**config.mk**
```make
export PLATFORM = sky130hd
export DESIGN_NAME = touch_point_calibrate_top
export DESIGN_NICKNAME = d
export VERILOG_FILES = /design/src/sv/tpc_pkg.sv /design/src/sv/touch_point_calibrate_top.sv /design/src/sv/tpc_cfg_regs.sv /design/src/sv/tpc_front.sv /design/src/sv/tpc_map_prep.sv /design/src/sv/tpc_div_stage.sv
export SDC_FILE = /design/constraint.sdc
export NUM_CORES = 2
export LEC_CHECK = 0
export ABC_CLOCK_PERIOD_IN_PS = 10500
export BUFFER_PORTS_ARGS = -buffer_cell sky130_fd_sc_hd__buf_2
export CAP_MARGIN = 20
export CORE_ASPECT_RATIO = 0.8
export CORE_MARGIN = 1
export CORE_UTILIZATION = 29
export CTS_CLUSTER_DIAMETER = 100
export DETAILED_ROUTE_END_ITERATION = 8
export PLACE_DENSITY_LB_ADDON = 0.3
export SLEW_MARGIN = 20
export SYNTH_ARGS = -nofsm -noshare
export SYNTH_HDL_FRONTEND = slang
export SYNTH_SLANG_ARGS = --single-unit
```
**constraint.sdc**
```tcl
create_clock -name clk_i -period 10.5 [get_ports clk_i]
set_input_delay 0 -clock clk_i [delete_from_list [all_inputs] [get_ports clk_i]]
set_output_delay 0 -clock clk_i [all_outputs]
set_load 0.05 [all_outputs]
```
**src/sv/tpc_pkg.sv**
```systemverilog
// Shared types and constants of the touch point calibration pipeline.
package tpc_pkg;

  localparam int RAW_W   = 12;
  localparam int PRESS_W = 13;
  localparam int DIFF_W  = 13;
  localparam int SQ_W    = 24;
  localparam int NUM_W   = 24;
  localparam int QUO_W   = 12;
  localparam int CFG_IDX_W = 4;

  localparam int DIV_STEPS  = 3;
  localparam int DIV_STAGES = QUO_W / DIV_STEPS;

  localparam logic [RAW_W-1:0] RAW_FULL = 12'd4095;

  localparam int ORIENT_SWAP  = 0;
  localparam int ORIENT_INV_X = 1;
  localparam int ORIENT_INV_Y = 2;

  localparam logic [RAW_W-1:0] CAL_LOW_RST  = 12'd200;
  localparam logic [RAW_W-1:0] CAL_HIGH_RST = 12'd3900;

  typedef enum logic [CFG_IDX_W-1:0] {
    CFG_CAL_X_LOW      = 4'd0,
    CFG_CAL_X_HIGH     = 4'd1,
    CFG_CAL_Y_LOW      = 4'd2,
    CFG_CAL_Y_HIGH     = 4'd3,
    CFG_ORIENTATION    = 4'd4,
    CFG_GHOST_CENTER_X = 4'd5,
    CFG_GHOST_CENTER_Y = 4'd6,
    CFG_GHOST_RADIUS   = 4'd7
  } cfg_idx_e;

  typedef enum logic [1:0] {
    CLAMP_LOW  = 2'b00,
    CLAMP_HIGH = 2'b01,
    CLAMP_MID  = 2'b10
  } clamp_e;

  typedef struct packed {
    logic [RAW_W-1:0] cal_x_low;
    logic [RAW_W-1:0] cal_x_high;
    logic [RAW_W-1:0] cal_y_low;
    logic [RAW_W-1:0] cal_y_high;
    logic [2:0]       orientation;
    logic [RAW_W-1:0] ghost_center_x;
    logic [RAW_W-1:0] ghost_center_y;
    logic [RAW_W-1:0] ghost_radius;
  } cfg_t;

  // Front end output: averaged point and ghost circle squares.
  typedef struct packed {
    logic             touch;
    logic [RAW_W-1:0] raw_x;
    logic [RAW_W-1:0] raw_y;
    logic [SQ_W-1:0]  sq_x;
    logic [SQ_W-1:0]  sq_y;
    logic [SQ_W-1:0]  r2;
  } front_t;

  // One axis in flight through the restoring divider.
  typedef struct packed {
    clamp_e           sel;
    logic [RAW_W-1:0] rem;
    logic [RAW_W-1:0] nlo;
    logic [RAW_W-1:0] den;
    logic [QUO_W-1:0] quo;
  } axis_div_t;

  typedef struct packed {
    logic      touch;
    axis_div_t ax;
    axis_div_t ay;
  } div_bundle_t;

endpackage

```
**src/sv/touch_point_calibrate_top.sv**
```systemverilog
// Touch point calibration: raw touch measurement in, screen pixel out.
//
// Input channel (in_valid_i / in_ready_o) carries one measurement per beat:
// two pressure readings and four samples per axis. Output channel
// (out_valid_o / out_ready_i) returns exactly one result beat per input beat,
// in order: touched_o, pixel_x_o, pixel_y_o (pixels are zero when not touched).
// Configuration channel (cfg_valid_i / cfg_ready_o) writes register
// cfg_index_i with cfg_data_i; it is always ready. Write it only while idle.
// Throughput: one beat per cycle unless the receiver stalls. Depth: eight register stages;
// the depth comes from the 12-bit restoring divider, cut into four stages of 3 quotient
// bits each, behind three front stages (average, squares, clamp and scale).
// Each stage holds a valid bit and moves whenever the next one is free, so
// bubbles collapse; when the receiver stalls, the pipeline fills and then
// deasserts in_ready_o, with nothing lost or repeated.
// Reset clears all valid bits and loads the calibration defaults.
module touch_point_calibrate_top
  import tpc_pkg::*;
#(
  parameter int SCREEN_WIDTH       = 320,
  parameter int SCREEN_HEIGHT      = 240,
  parameter int PRESSURE_THRESHOLD = 400
) (
  input  logic                 clk_i,
  input  logic                 rst_ni,
  input  logic                 cfg_valid_i,
  output logic                 cfg_ready_o,
  input  logic [CFG_IDX_W-1:0] cfg_index_i,
  input  logic [RAW_W-1:0]     cfg_data_i,
  input  logic                 in_valid_i,
  output logic                 in_ready_o,
  input  logic [RAW_W-1:0]     press_one_i,
  input  logic [RAW_W-1:0]     press_two_i,
  input  logic [RAW_W-1:0]     x_sample_a_i,
  input  logic [RAW_W-1:0]     x_sample_b_i,
  input  logic [RAW_W-1:0]     x_sample_c_i,
  input  logic [RAW_W-1:0]     x_sample_d_i,
  input  logic [RAW_W-1:0]     y_sample_a_i,
  input  logic [RAW_W-1:0]     y_sample_b_i,
  input  logic [RAW_W-1:0]     y_sample_c_i,
  input  logic [RAW_W-1:0]     y_sample_d_i,
  output logic                 out_valid_o,
  input  logic                 out_ready_i,
  output logic                 touched_o,
  output logic [8:0]           pixel_x_o,
  output logic [7:0]           pixel_y_o
);

  localparam int NSTG = DIV_STAGES + 4;
  localparam int OUT  = NSTG - 1;
  localparam logic [QUO_W-1:0] TOP_X = QUO_W'(SCREEN_WIDTH - 1);
  localparam logic [QUO_W-1:0] TOP_Y = QUO_W'(SCREEN_HEIGHT - 1);

  cfg_t              cfg;
  logic [NSTG-1:0]   v_q;
  logic [NSTG-1:0]   en;
  front_t            front;
  div_bundle_t       div_b [DIV_STAGES+1];

  logic              touched_d, touched_q;
  logic [8:0]        pixel_x_d, pixel_x_q;
  logic [7:0]        pixel_y_d, pixel_y_q;
  logic [QUO_W-1:0]  px, py;

  assign cfg_ready_o = 1'b1;

  tpc_cfg_regs u_cfg (
    .clk_i,
    .rst_ni,
    .cfg_valid_i (cfg_valid_i & cfg_ready_o),
    .cfg_index_i,
    .cfg_data_i,
    .cfg_o       (cfg)
  );

  // A stage advances when it is empty or the stage after it advances.
  always_comb begin
    en[OUT] = !v_q[OUT] || out_ready_i;
    for (int k = OUT - 1; k >= 0; k--) begin
      en[k] = !v_q[k] || en[k+1];
    end
  end

  assign in_ready_o = en[0];

  always_ff @(posedge clk_i or negedge rst_ni) begin
    if (!rst_ni) begin
      v_q <= '0;
    end else begin
      if (en[0]) v_q[0] <= in_valid_i;
      for (int k = 1; k < NSTG; k++) begin
        if (en[k]) v_q[k] <= v_q[k-1];
      end
    end
  end

  tpc_front #(
    .PRESSURE_THRESHOLD (PRESSURE_THRESHOLD)
  ) u_front (
    .clk_i,
    .en_i    (en[1:0]),
    .cfg_i   (cfg),
    .press_one_i,
    .press_two_i,
    .x_sample_a_i,
    .x_sample_b_i,
    .x_sample_c_i,
    .x_sample_d_i,
    .y_sample_a_i,
    .y_sample_b_i,
    .y_sample_c_i,
    .y_sample_d_i,
    .front_o (front)
  );

  tpc_map_prep #(
    .SCREEN_WIDTH  (SCREEN_WIDTH),
    .SCREEN_HEIGHT (SCREEN_HEIGHT)
  ) u_prep (
    .clk_i,
    .en_i     (en[2]),
    .cfg_i    (cfg),
    .front_i  (front),
    .bundle_o (div_b[0])
  );

  for (genvar g = 0; g < DIV_STAGES; g++) begin : g_div
    tpc_div_stage u_div (
      .clk_i,
      .en_i     (en[3+g]),
      .bundle_i (div_b[g]),
      .bundle_o (div_b[g+1])
    );
  end

  function automatic logic [QUO_W-1:0] pick(axis_div_t a, logic [QUO_W-1:0] top);
    logic [QUO_W-1:0] p;
    case (a.sel)
      CLAMP_LOW:  p = '0;
      CLAMP_HIGH: p = top;
      default:    p = a.quo;
    endcase
    return p;
  endfunction

  // Invert after mapping, then mask to the field widths.
  always_comb begin
    px = pick(div_b[DIV_STAGES].ax, TOP_X);
    py = pick(div_b[DIV_STAGES].ay, TOP_Y);
    if (cfg.orientation[ORIENT_INV_X]) px = TOP_X - px;
    if (cfg.orientation[ORIENT_INV_Y]) py = TOP_Y - py;
    touched_d = div_b[DIV_STAGES].touch;
    pixel_x_d = touched_d ? px[8:0] : '0;
    pixel_y_d = touched_d ? py[7:0] : '0;
  end

  always_ff @(posedge clk_i) begin
    if (en[OUT]) begin
      touched_q <= touched_d;
      pixel_x_q <= pixel_x_d;
      pixel_y_q <= pixel_y_d;
    end
  end

  assign out_valid_o = v_q[OUT];
  assign touched_o   = touched_q;
  assign pixel_x_o   = pixel_x_q;
  assign pixel_y_o   = pixel_y_q;

endmodule

```
**src/sv/tpc_cfg_regs.sv**
```systemverilog
// Configuration register file of the touch point calibration block.
module tpc_cfg_regs
  import tpc_pkg::*;
(
  input  logic                 clk_i,
  input  logic                 rst_ni,
  input  logic                 cfg_valid_i,
  input  logic [CFG_IDX_W-1:0] cfg_index_i,
  input  logic [RAW_W-1:0]     cfg_data_i,
  output cfg_t                 cfg_o
);

  cfg_t cfg_q;

  always_ff @(posedge clk_i or negedge rst_ni) begin
    if (!rst_ni) begin
      cfg_q.cal_x_low      <= CAL_LOW_RST;
      cfg_q.cal_x_high     <= CAL_HIGH_RST;
      cfg_q.cal_y_low      <= CAL_LOW_RST;
      cfg_q.cal_y_high     <= CAL_HIGH_RST;
      cfg_q.orientation    <= '0;
      cfg_q.ghost_center_x <= '0;
      cfg_q.ghost_center_y <= '0;
      cfg_q.ghost_radius   <= '0;
    end else if (cfg_valid_i) begin
      unique case (cfg_idx_e'(cfg_index_i))
        CFG_CAL_X_LOW:      cfg_q.cal_x_low      <= cfg_data_i;
        CFG_CAL_X_HIGH:     cfg_q.cal_x_high     <= cfg_data_i;
        CFG_CAL_Y_LOW:      cfg_q.cal_y_low      <= cfg_data_i;
        CFG_CAL_Y_HIGH:     cfg_q.cal_y_high     <= cfg_data_i;
        CFG_ORIENTATION:    cfg_q.orientation    <= cfg_data_i[2:0];
        CFG_GHOST_CENTER_X: cfg_q.ghost_center_x <= cfg_data_i;
        CFG_GHOST_CENTER_Y: cfg_q.ghost_center_y <= cfg_data_i;
        CFG_GHOST_RADIUS:   cfg_q.ghost_radius   <= cfg_data_i;
        default: ;
      endcase
    end
  end

  assign cfg_o = cfg_q;

endmodule

```
**src/sv/tpc_front.sv**
```systemverilog
// Front stages: pressure gate, axis averages, ghost circle distances and squares.
module tpc_front
  import tpc_pkg::*;
#(
  parameter int PRESSURE_THRESHOLD = 400
) (
  input  logic             clk_i,
  input  logic [1:0]       en_i,
  input  cfg_t             cfg_i,
  input  logic [RAW_W-1:0] press_one_i,
  input  logic [RAW_W-1:0] press_two_i,
  input  logic [RAW_W-1:0] x_sample_a_i,
  input  logic [RAW_W-1:0] x_sample_b_i,
  input  logic [RAW_W-1:0] x_sample_c_i,
  input  logic [RAW_W-1:0] x_sample_d_i,
  input  logic [RAW_W-1:0] y_sample_a_i,
  input  logic [RAW_W-1:0] y_sample_b_i,
  input  logic [RAW_W-1:0] y_sample_c_i,
  input  logic [RAW_W-1:0] y_sample_d_i,
  output front_t           front_o
);

  localparam logic [PRESS_W-1:0] THRESH = PRESS_W'(PRESSURE_THRESHOLD);

  logic [PRESS_W-1:0]       press;
  logic [RAW_W+1:0]         sum_x, sum_y;
  logic                     touch_d, touch_q;
  logic [RAW_W-1:0]         raw_x_d, raw_x_q, raw_y_d, raw_y_q;
  logic signed [DIFF_W-1:0] dx_d, dx_q, dy_d, dy_q;
  logic signed [2*DIFF_W-1:0] sqx_full, sqy_full;
  front_t                   front_d, front_q;

  // press_one + 4095 - press_two never goes negative.
  always_comb begin
    press   = {1'b0, press_one_i} + {1'b0, RAW_FULL} - {1'b0, press_two_i};
    touch_d = (press >= THRESH);
    sum_x   = {2'b0, x_sample_a_i} + {2'b0, x_sample_b_i}
            + {2'b0, x_sample_c_i} + {2'b0, x_sample_d_i};
    sum_y   = {2'b0, y_sample_a_i} + {2'b0, y_sample_b_i}
            + {2'b0, y_sample_c_i} + {2'b0, y_sample_d_i};
    raw_x_d = sum_x[RAW_W+1:2];
    raw_y_d = sum_y[RAW_W+1:2];
    dx_d    = $signed({1'b0, raw_x_d}) - $signed({1'b0, cfg_i.ghost_center_x});
    dy_d    = $signed({1'b0, raw_y_d}) - $signed({1'b0, cfg_i.ghost_center_y});
  end

  always_ff @(posedge clk_i) begin
    if (en_i[0]) begin
      touch_q <= touch_d;
      raw_x_q <= raw_x_d;
      raw_y_q <= raw_y_d;
      dx_q    <= dx_d;
      dy_q    <= dy_d;
    end
  end

  always_comb begin
    sqx_full      = dx_q * dx_q;
    sqy_full      = dy_q * dy_q;
    front_d.touch = touch_q;
    front_d.raw_x = raw_x_q;
    front_d.raw_y = raw_y_q;
    front_d.sq_x  = sqx_full[SQ_W-1:0];
    front_d.sq_y  = sqy_full[SQ_W-1:0];
    front_d.r2    = cfg_i.ghost_radius * cfg_i.ghost_radius;
  end

  always_ff @(posedge clk_i) begin
    if (en_i[1]) begin
      front_q <= front_d;
    end
  end

  assign front_o = front_q;

endmodule

```
**src/sv/tpc_map_prep.sv**
```systemverilog
// Ghost rejection, axis swap, clamp decision and scaled numerator per axis.
module tpc_map_prep
  import tpc_pkg::*;
#(
  parameter int SCREEN_WIDTH  = 320,
  parameter int SCREEN_HEIGHT = 240
) (
  input  logic        clk_i,
  input  logic        en_i,
  input  cfg_t        cfg_i,
  input  front_t      front_i,
  output div_bundle_t bundle_o
);

  localparam logic [QUO_W-1:0] TOP_X = QUO_W'(SCREEN_WIDTH - 1);
  localparam logic [QUO_W-1:0] TOP_Y = QUO_W'(SCREEN_HEIGHT - 1);

  function automatic axis_div_t prep_axis(logic [RAW_W-1:0] raw, logic [RAW_W-1:0] lo,
                                          logic [RAW_W-1:0] hi, logic [QUO_W-1:0] top);
    axis_div_t        a;
    logic [RAW_W-1:0] off;
    logic [NUM_W-1:0] num;
    off = raw - lo;
    num = off * top;
    if (raw <= lo) begin
      a.sel = CLAMP_LOW;
    end else if (raw >= hi) begin
      a.sel = CLAMP_HIGH;
    end else begin
      a.sel = CLAMP_MID;
    end
    // Quotient stays below top, so the upper half is already below den.
    a.rem = num[NUM_W-1:QUO_W];
    a.nlo = num[QUO_W-1:0];
    a.den = hi - lo;
    a.quo = '0;
    return a;
  endfunction

  logic             reject;
  logic [RAW_W-1:0] mx, my, xlo, xhi, ylo, yhi;
  div_bundle_t      bundle_d, bundle_q;

  always_comb begin
    reject = (cfg_i.ghost_radius != '0) &&
             (({1'b0, front_i.sq_x} + {1'b0, front_i.sq_y}) < {1'b0, front_i.r2});
    if (cfg_i.orientation[ORIENT_SWAP]) begin
      mx  = front_i.raw_y;     my  = front_i.raw_x;
      xlo = cfg_i.cal_y_low;   xhi = cfg_i.cal_y_high;
      ylo = cfg_i.cal_x_low;   yhi = cfg_i.cal_x_high;
    end else begin
      mx  = front_i.raw_x;     my  = front_i.raw_y;
      xlo = cfg_i.cal_x_low;   xhi = cfg_i.cal_x_high;
      ylo = cfg_i.cal_y_low;   yhi = cfg_i.cal_y_high;
    end
    bundle_d.touch = front_i.touch && !reject;
    bundle_d.ax    = prep_axis(mx, xlo, xhi, TOP_X);
    bundle_d.ay    = prep_axis(my, ylo, yhi, TOP_Y);
  end

  always_ff @(posedge clk_i) begin
    if (en_i) begin
      bundle_q <= bundle_d;
    end
  end

  assign bundle_o = bundle_q;

endmodule

```
**src/sv/tpc_div_stage.sv**
```systemverilog
// One registered slice of the restoring divider, three quotient bits per axis.
module tpc_div_stage
  import tpc_pkg::*;
(
  input  logic        clk_i,
  input  logic        en_i,
  input  div_bundle_t bundle_i,
  output div_bundle_t bundle_o
);

  function automatic axis_div_t div_steps(axis_div_t a_in);
    axis_div_t      a;
    logic [RAW_W:0] t;
    a = a_in;
    for (int s = 0; s < DIV_STEPS; s++) begin
      t     = {a.rem, a.nlo[QUO_W-1]};
      a.nlo = {a.nlo[QUO_W-2:0], 1'b0};
      if (t >= {1'b0, a.den}) begin
        a.rem = RAW_W'(t - {1'b0, a.den});
        a.quo = {a.quo[QUO_W-2:0], 1'b1};
      end else begin
        a.rem = t[RAW_W-1:0];
        a.quo = {a.quo[QUO_W-2:0], 1'b0};
      end
    end
    return a;
  endfunction

  div_bundle_t bundle_d, bundle_q;

  always_comb begin
    bundle_d.touch = bundle_i.touch;
    bundle_d.ax    = div_steps(bundle_i.ax);
    bundle_d.ay    = div_steps(bundle_i.ay);
  end

  always_ff @(posedge clk_i) begin
    if (en_i) begin
      bundle_q <= bundle_d;
    end
  end

  assign bundle_o = bundle_q;

endmodule

```
==> flow_summary.yaml <==
floorplan:
  die-area_mm2: 0.207
  die_h_um: 407
  fp.dieW_um: 508
  initial_core_util_pct: 29.2
  io_pins: 162
  core_mm2: 0.204
  std_cell_rows: 148
place:
  gp_congestion: 0.860
  port_buffers: 160
  dp_hpwl_mm: 112
detailed_routing:
  wl_met2_mm: 62.7
  first_iter_violations: 2159
  postRouteAntennaNets: 0
  drt_pass1_iterations: 5
  top_signal_layer_used: "met4"
  wirelength_mm: 137
  viasPerCell: 4.63
  drt-wirelength-per-cell_um: 15.6
  vias: 40800
  drcViolationCount: 0
  wl_met3_mm: 4.56
  met1_length_mm: 67.5
global_route:
  grt_pass1_vias: 41700
  grt_max_degree: 78
  grt_usage_pct: 13.5
  grt_overflow: 0
  antenna_found_initial: 13
  grt_pass1_wl_mm: 223
synth:
  netlist_area_mm2: 0.0594
  async_reset_ff_share_pct: 16.9
  synthDistinctLibCells: 94
  yosysWarnings: 0
  ys_seq_elements: 561
  synth_flop_cell: "edfxtp_1"
  seq_area_frac_synth_pct: 27.6
  syn_avg_cell_area_um2: 10.1
  synth_cells: 5863
  synth_nets: 7252
  synth_edf_count: 466
critical_path:
  cpMaxStageDelayCell: "a211oi_2"
  max_stage_delay_ns: 0.87
  path_class: "reg2reg"
  arrival_ns: 9.36
  cp_data_required_time_ns: 10.92
  path_common_cell: "o21ai_0"
  rr_endpoint: "g_div[1].u_div.bundle_o[93]"
  start_kind: "register"
  rr_worst_depth: 30
  critPathMaxFanout: 19
  r2r_slack_ns: 1.56
  end_kind: "register"
  r2r-start: "g_div[0].u_div.bundle_o[63]"
sta:
  fmax_ghz: 0.112
  slew_violations: 0
  tightest_slew_ns: 1.05
  rsz0062_at_grt: "false"
  fin_worst_skew_ns: 0.0290
  period_share_pct: 85.2
  finalSetupViolations: 0
  setup_tns_ns: 0
  period_minus_slack_ns: 8.94
  hold_violations: 0
  hold_ws_ns: 0.0914
  slew_headroom_pct: 30.2
hold_path:
  hold_class: "in2reg"
  min_path_cells: 3
  hp-start: "in_valid_i"
  whs_endpoint: "v_q[0]"
layout:
  n_fill_cell: 20700
  drive_gt1_share_pct: 9.71
  final_nets: 7440
  seq_area_mm2: 0.0164
  final_common_cell: "inv_1"
  multi_input_area_mm2: 0.0390
  layout_common_cells: "inv_1, ha_1, fa_1, edfxtp_1, nor2_1"
  area_growth_pct: 11.5
  fin_util_pct: 32.5
run:
  maxCapViolCount: 0
clock_tree:
  cts.clk_slew.worst_paths_ns: 0.06
  clk_latency_ns: 0.67
  cts_buffer_depth: 3
  tritoncts: "built"
  ctsHtreeMaxLevel: 3
  cts_root_buf: "clkbuf_16"
  cts_sinks: 561
  numCtsBuffers: 67
outcome:
  status: "finished clean"
==> flip-flops by register name, indices dropped and copies added, names as in the netlist <==
name	count
u_front.touch_q	1
g_div.u_div.bundle_o	233
u_prep.bundle_o	70
u_front.dx_q	13
touched_o	1
pixel_y_o	8
u_front.dy_q	13
u_front.raw_x_q	12
u_front.raw_y_q	12
pixel_x_o	9
u_front.front_o	94
u_cfg.cfg_o	87
v_q	8
==> cells in the mapped netlist, types with 99 or more instances <==
cell type | count | area [µm²]
inv_1 | 985 | 3700
ha_1 | 758 | 9480
fa_1 | 490 | 9810
edfxtp_1 | 466 | 14000
nor2_1 | 319 | 1200
xnor2_1 | 310 | 2720
a21oi_1 | 308 | 1540
nand2_1 | 278 | 1040
o21ai_0 | 238 | 1190
mux2_2 | 217 | 2440
and2_1 | 163 | 1020
a21o_1 | 119 | 893
nor2b_1 | 99 | 619
==> worst max-delay path by stage <==
| stage | from | slack [ns] | cells past startpoint | to |
|---|---|---|---|---|
| after floorplan | v_q[7] | 2.60 | 6 | u_front.front_o[0] |
| after global placement | g_div[0].u_div.bundle_o[63] | 1.62 | 30 | g_div[1].u_div.bundle_o[87] |
| after detailed placement | g_div[0].u_div.bundle_o[63] | 1.55 | 30 | g_div[1].u_div.bundle_o[93] |
| after CTS | g_div[0].u_div.bundle_o[63] | 1.52 | 30 | g_div[1].u_div.bundle_o[93] |
| after global routing | g_div[0].u_div.bundle_o[63] | 0.76 | 30 | g_div[1].u_div.bundle_o[95] |
| final | g_div[0].u_div.bundle_o[63] | 1.56 | 30 | g_div[1].u_div.bundle_o[93] |
==> per-layer routing <==
metal | global-route usage (%) | vias up
li1 | - | 20300
met1 | 19.2 | 19800
met2 | 21.8 | 552
met3 | 1.64 | 130
met4 | 2.72 | 0
met5 | 0 | -
==> cell type report <==
type,count,share of cell area (%)
antenna,3,0.0113
clock buffer,76,2.63
timing repair buffer,212,1.95
tap,2700,5.10
clock inverter,46,1.09
sequential,561,24.8
inverter,987,5.59
multi-input combinational,4222,58.9
==> repair_timing <==
| action | in CTS | in global routing |
|---|---|---|
| setup buffers | 0 | 0 |
| hold buffers | 34 | 0 |
| hold endpoints to repair | 168 | 0 |
| gates resized for setup | 0 | 0 |
==> critical path: cells and delay by family (launching register included) <==
family | cells | cell delay [ns]
AOI/OAI and AO/OA | 18 | 4.91
adders and majority gates | 3 | 0.89
buffers and inverters | 2 | 0.32
DFF | 1 | 0.43
muxes | 2 | 0.85
and+or+nand+nor | 5 | 1.28
==> through the flow <==
step / setup WS, ns / cell area (µm²) / instances
final: 1.56 / 66200 / 8807
after global routing: 0.756 / 66200 / 8807
after CTS: 1.52 / 66200 / 8803
after detailed placement: 1.55 / 63400 / 8647
after global placement: 1.62 / 63400 / 8646
after floorplan: 2.60 / 59400 / 5863
==> cell families (layout without fill, tap and decap cells) <==
logic type	count (synthesis)	in the layout	share of synthesized area (%)
AO/OA/AOI/OAI	990	990	10.6
XOR/XNOR	408	408	6.06
adder cells (fa/ha/maj)	1248	1248	32.5
buffers and inverters	1080	1321	6.88
flip-flops	561	561	27.6
multiplexers	307	307	5.73
other	1	4	0.00631
AND/OR/NAND/NOR	1268	1268	10.6
Power is left out: the tool's default activity adds up to more than one toggle a clock period on the data nets, which glitch-free logic cannot reach.
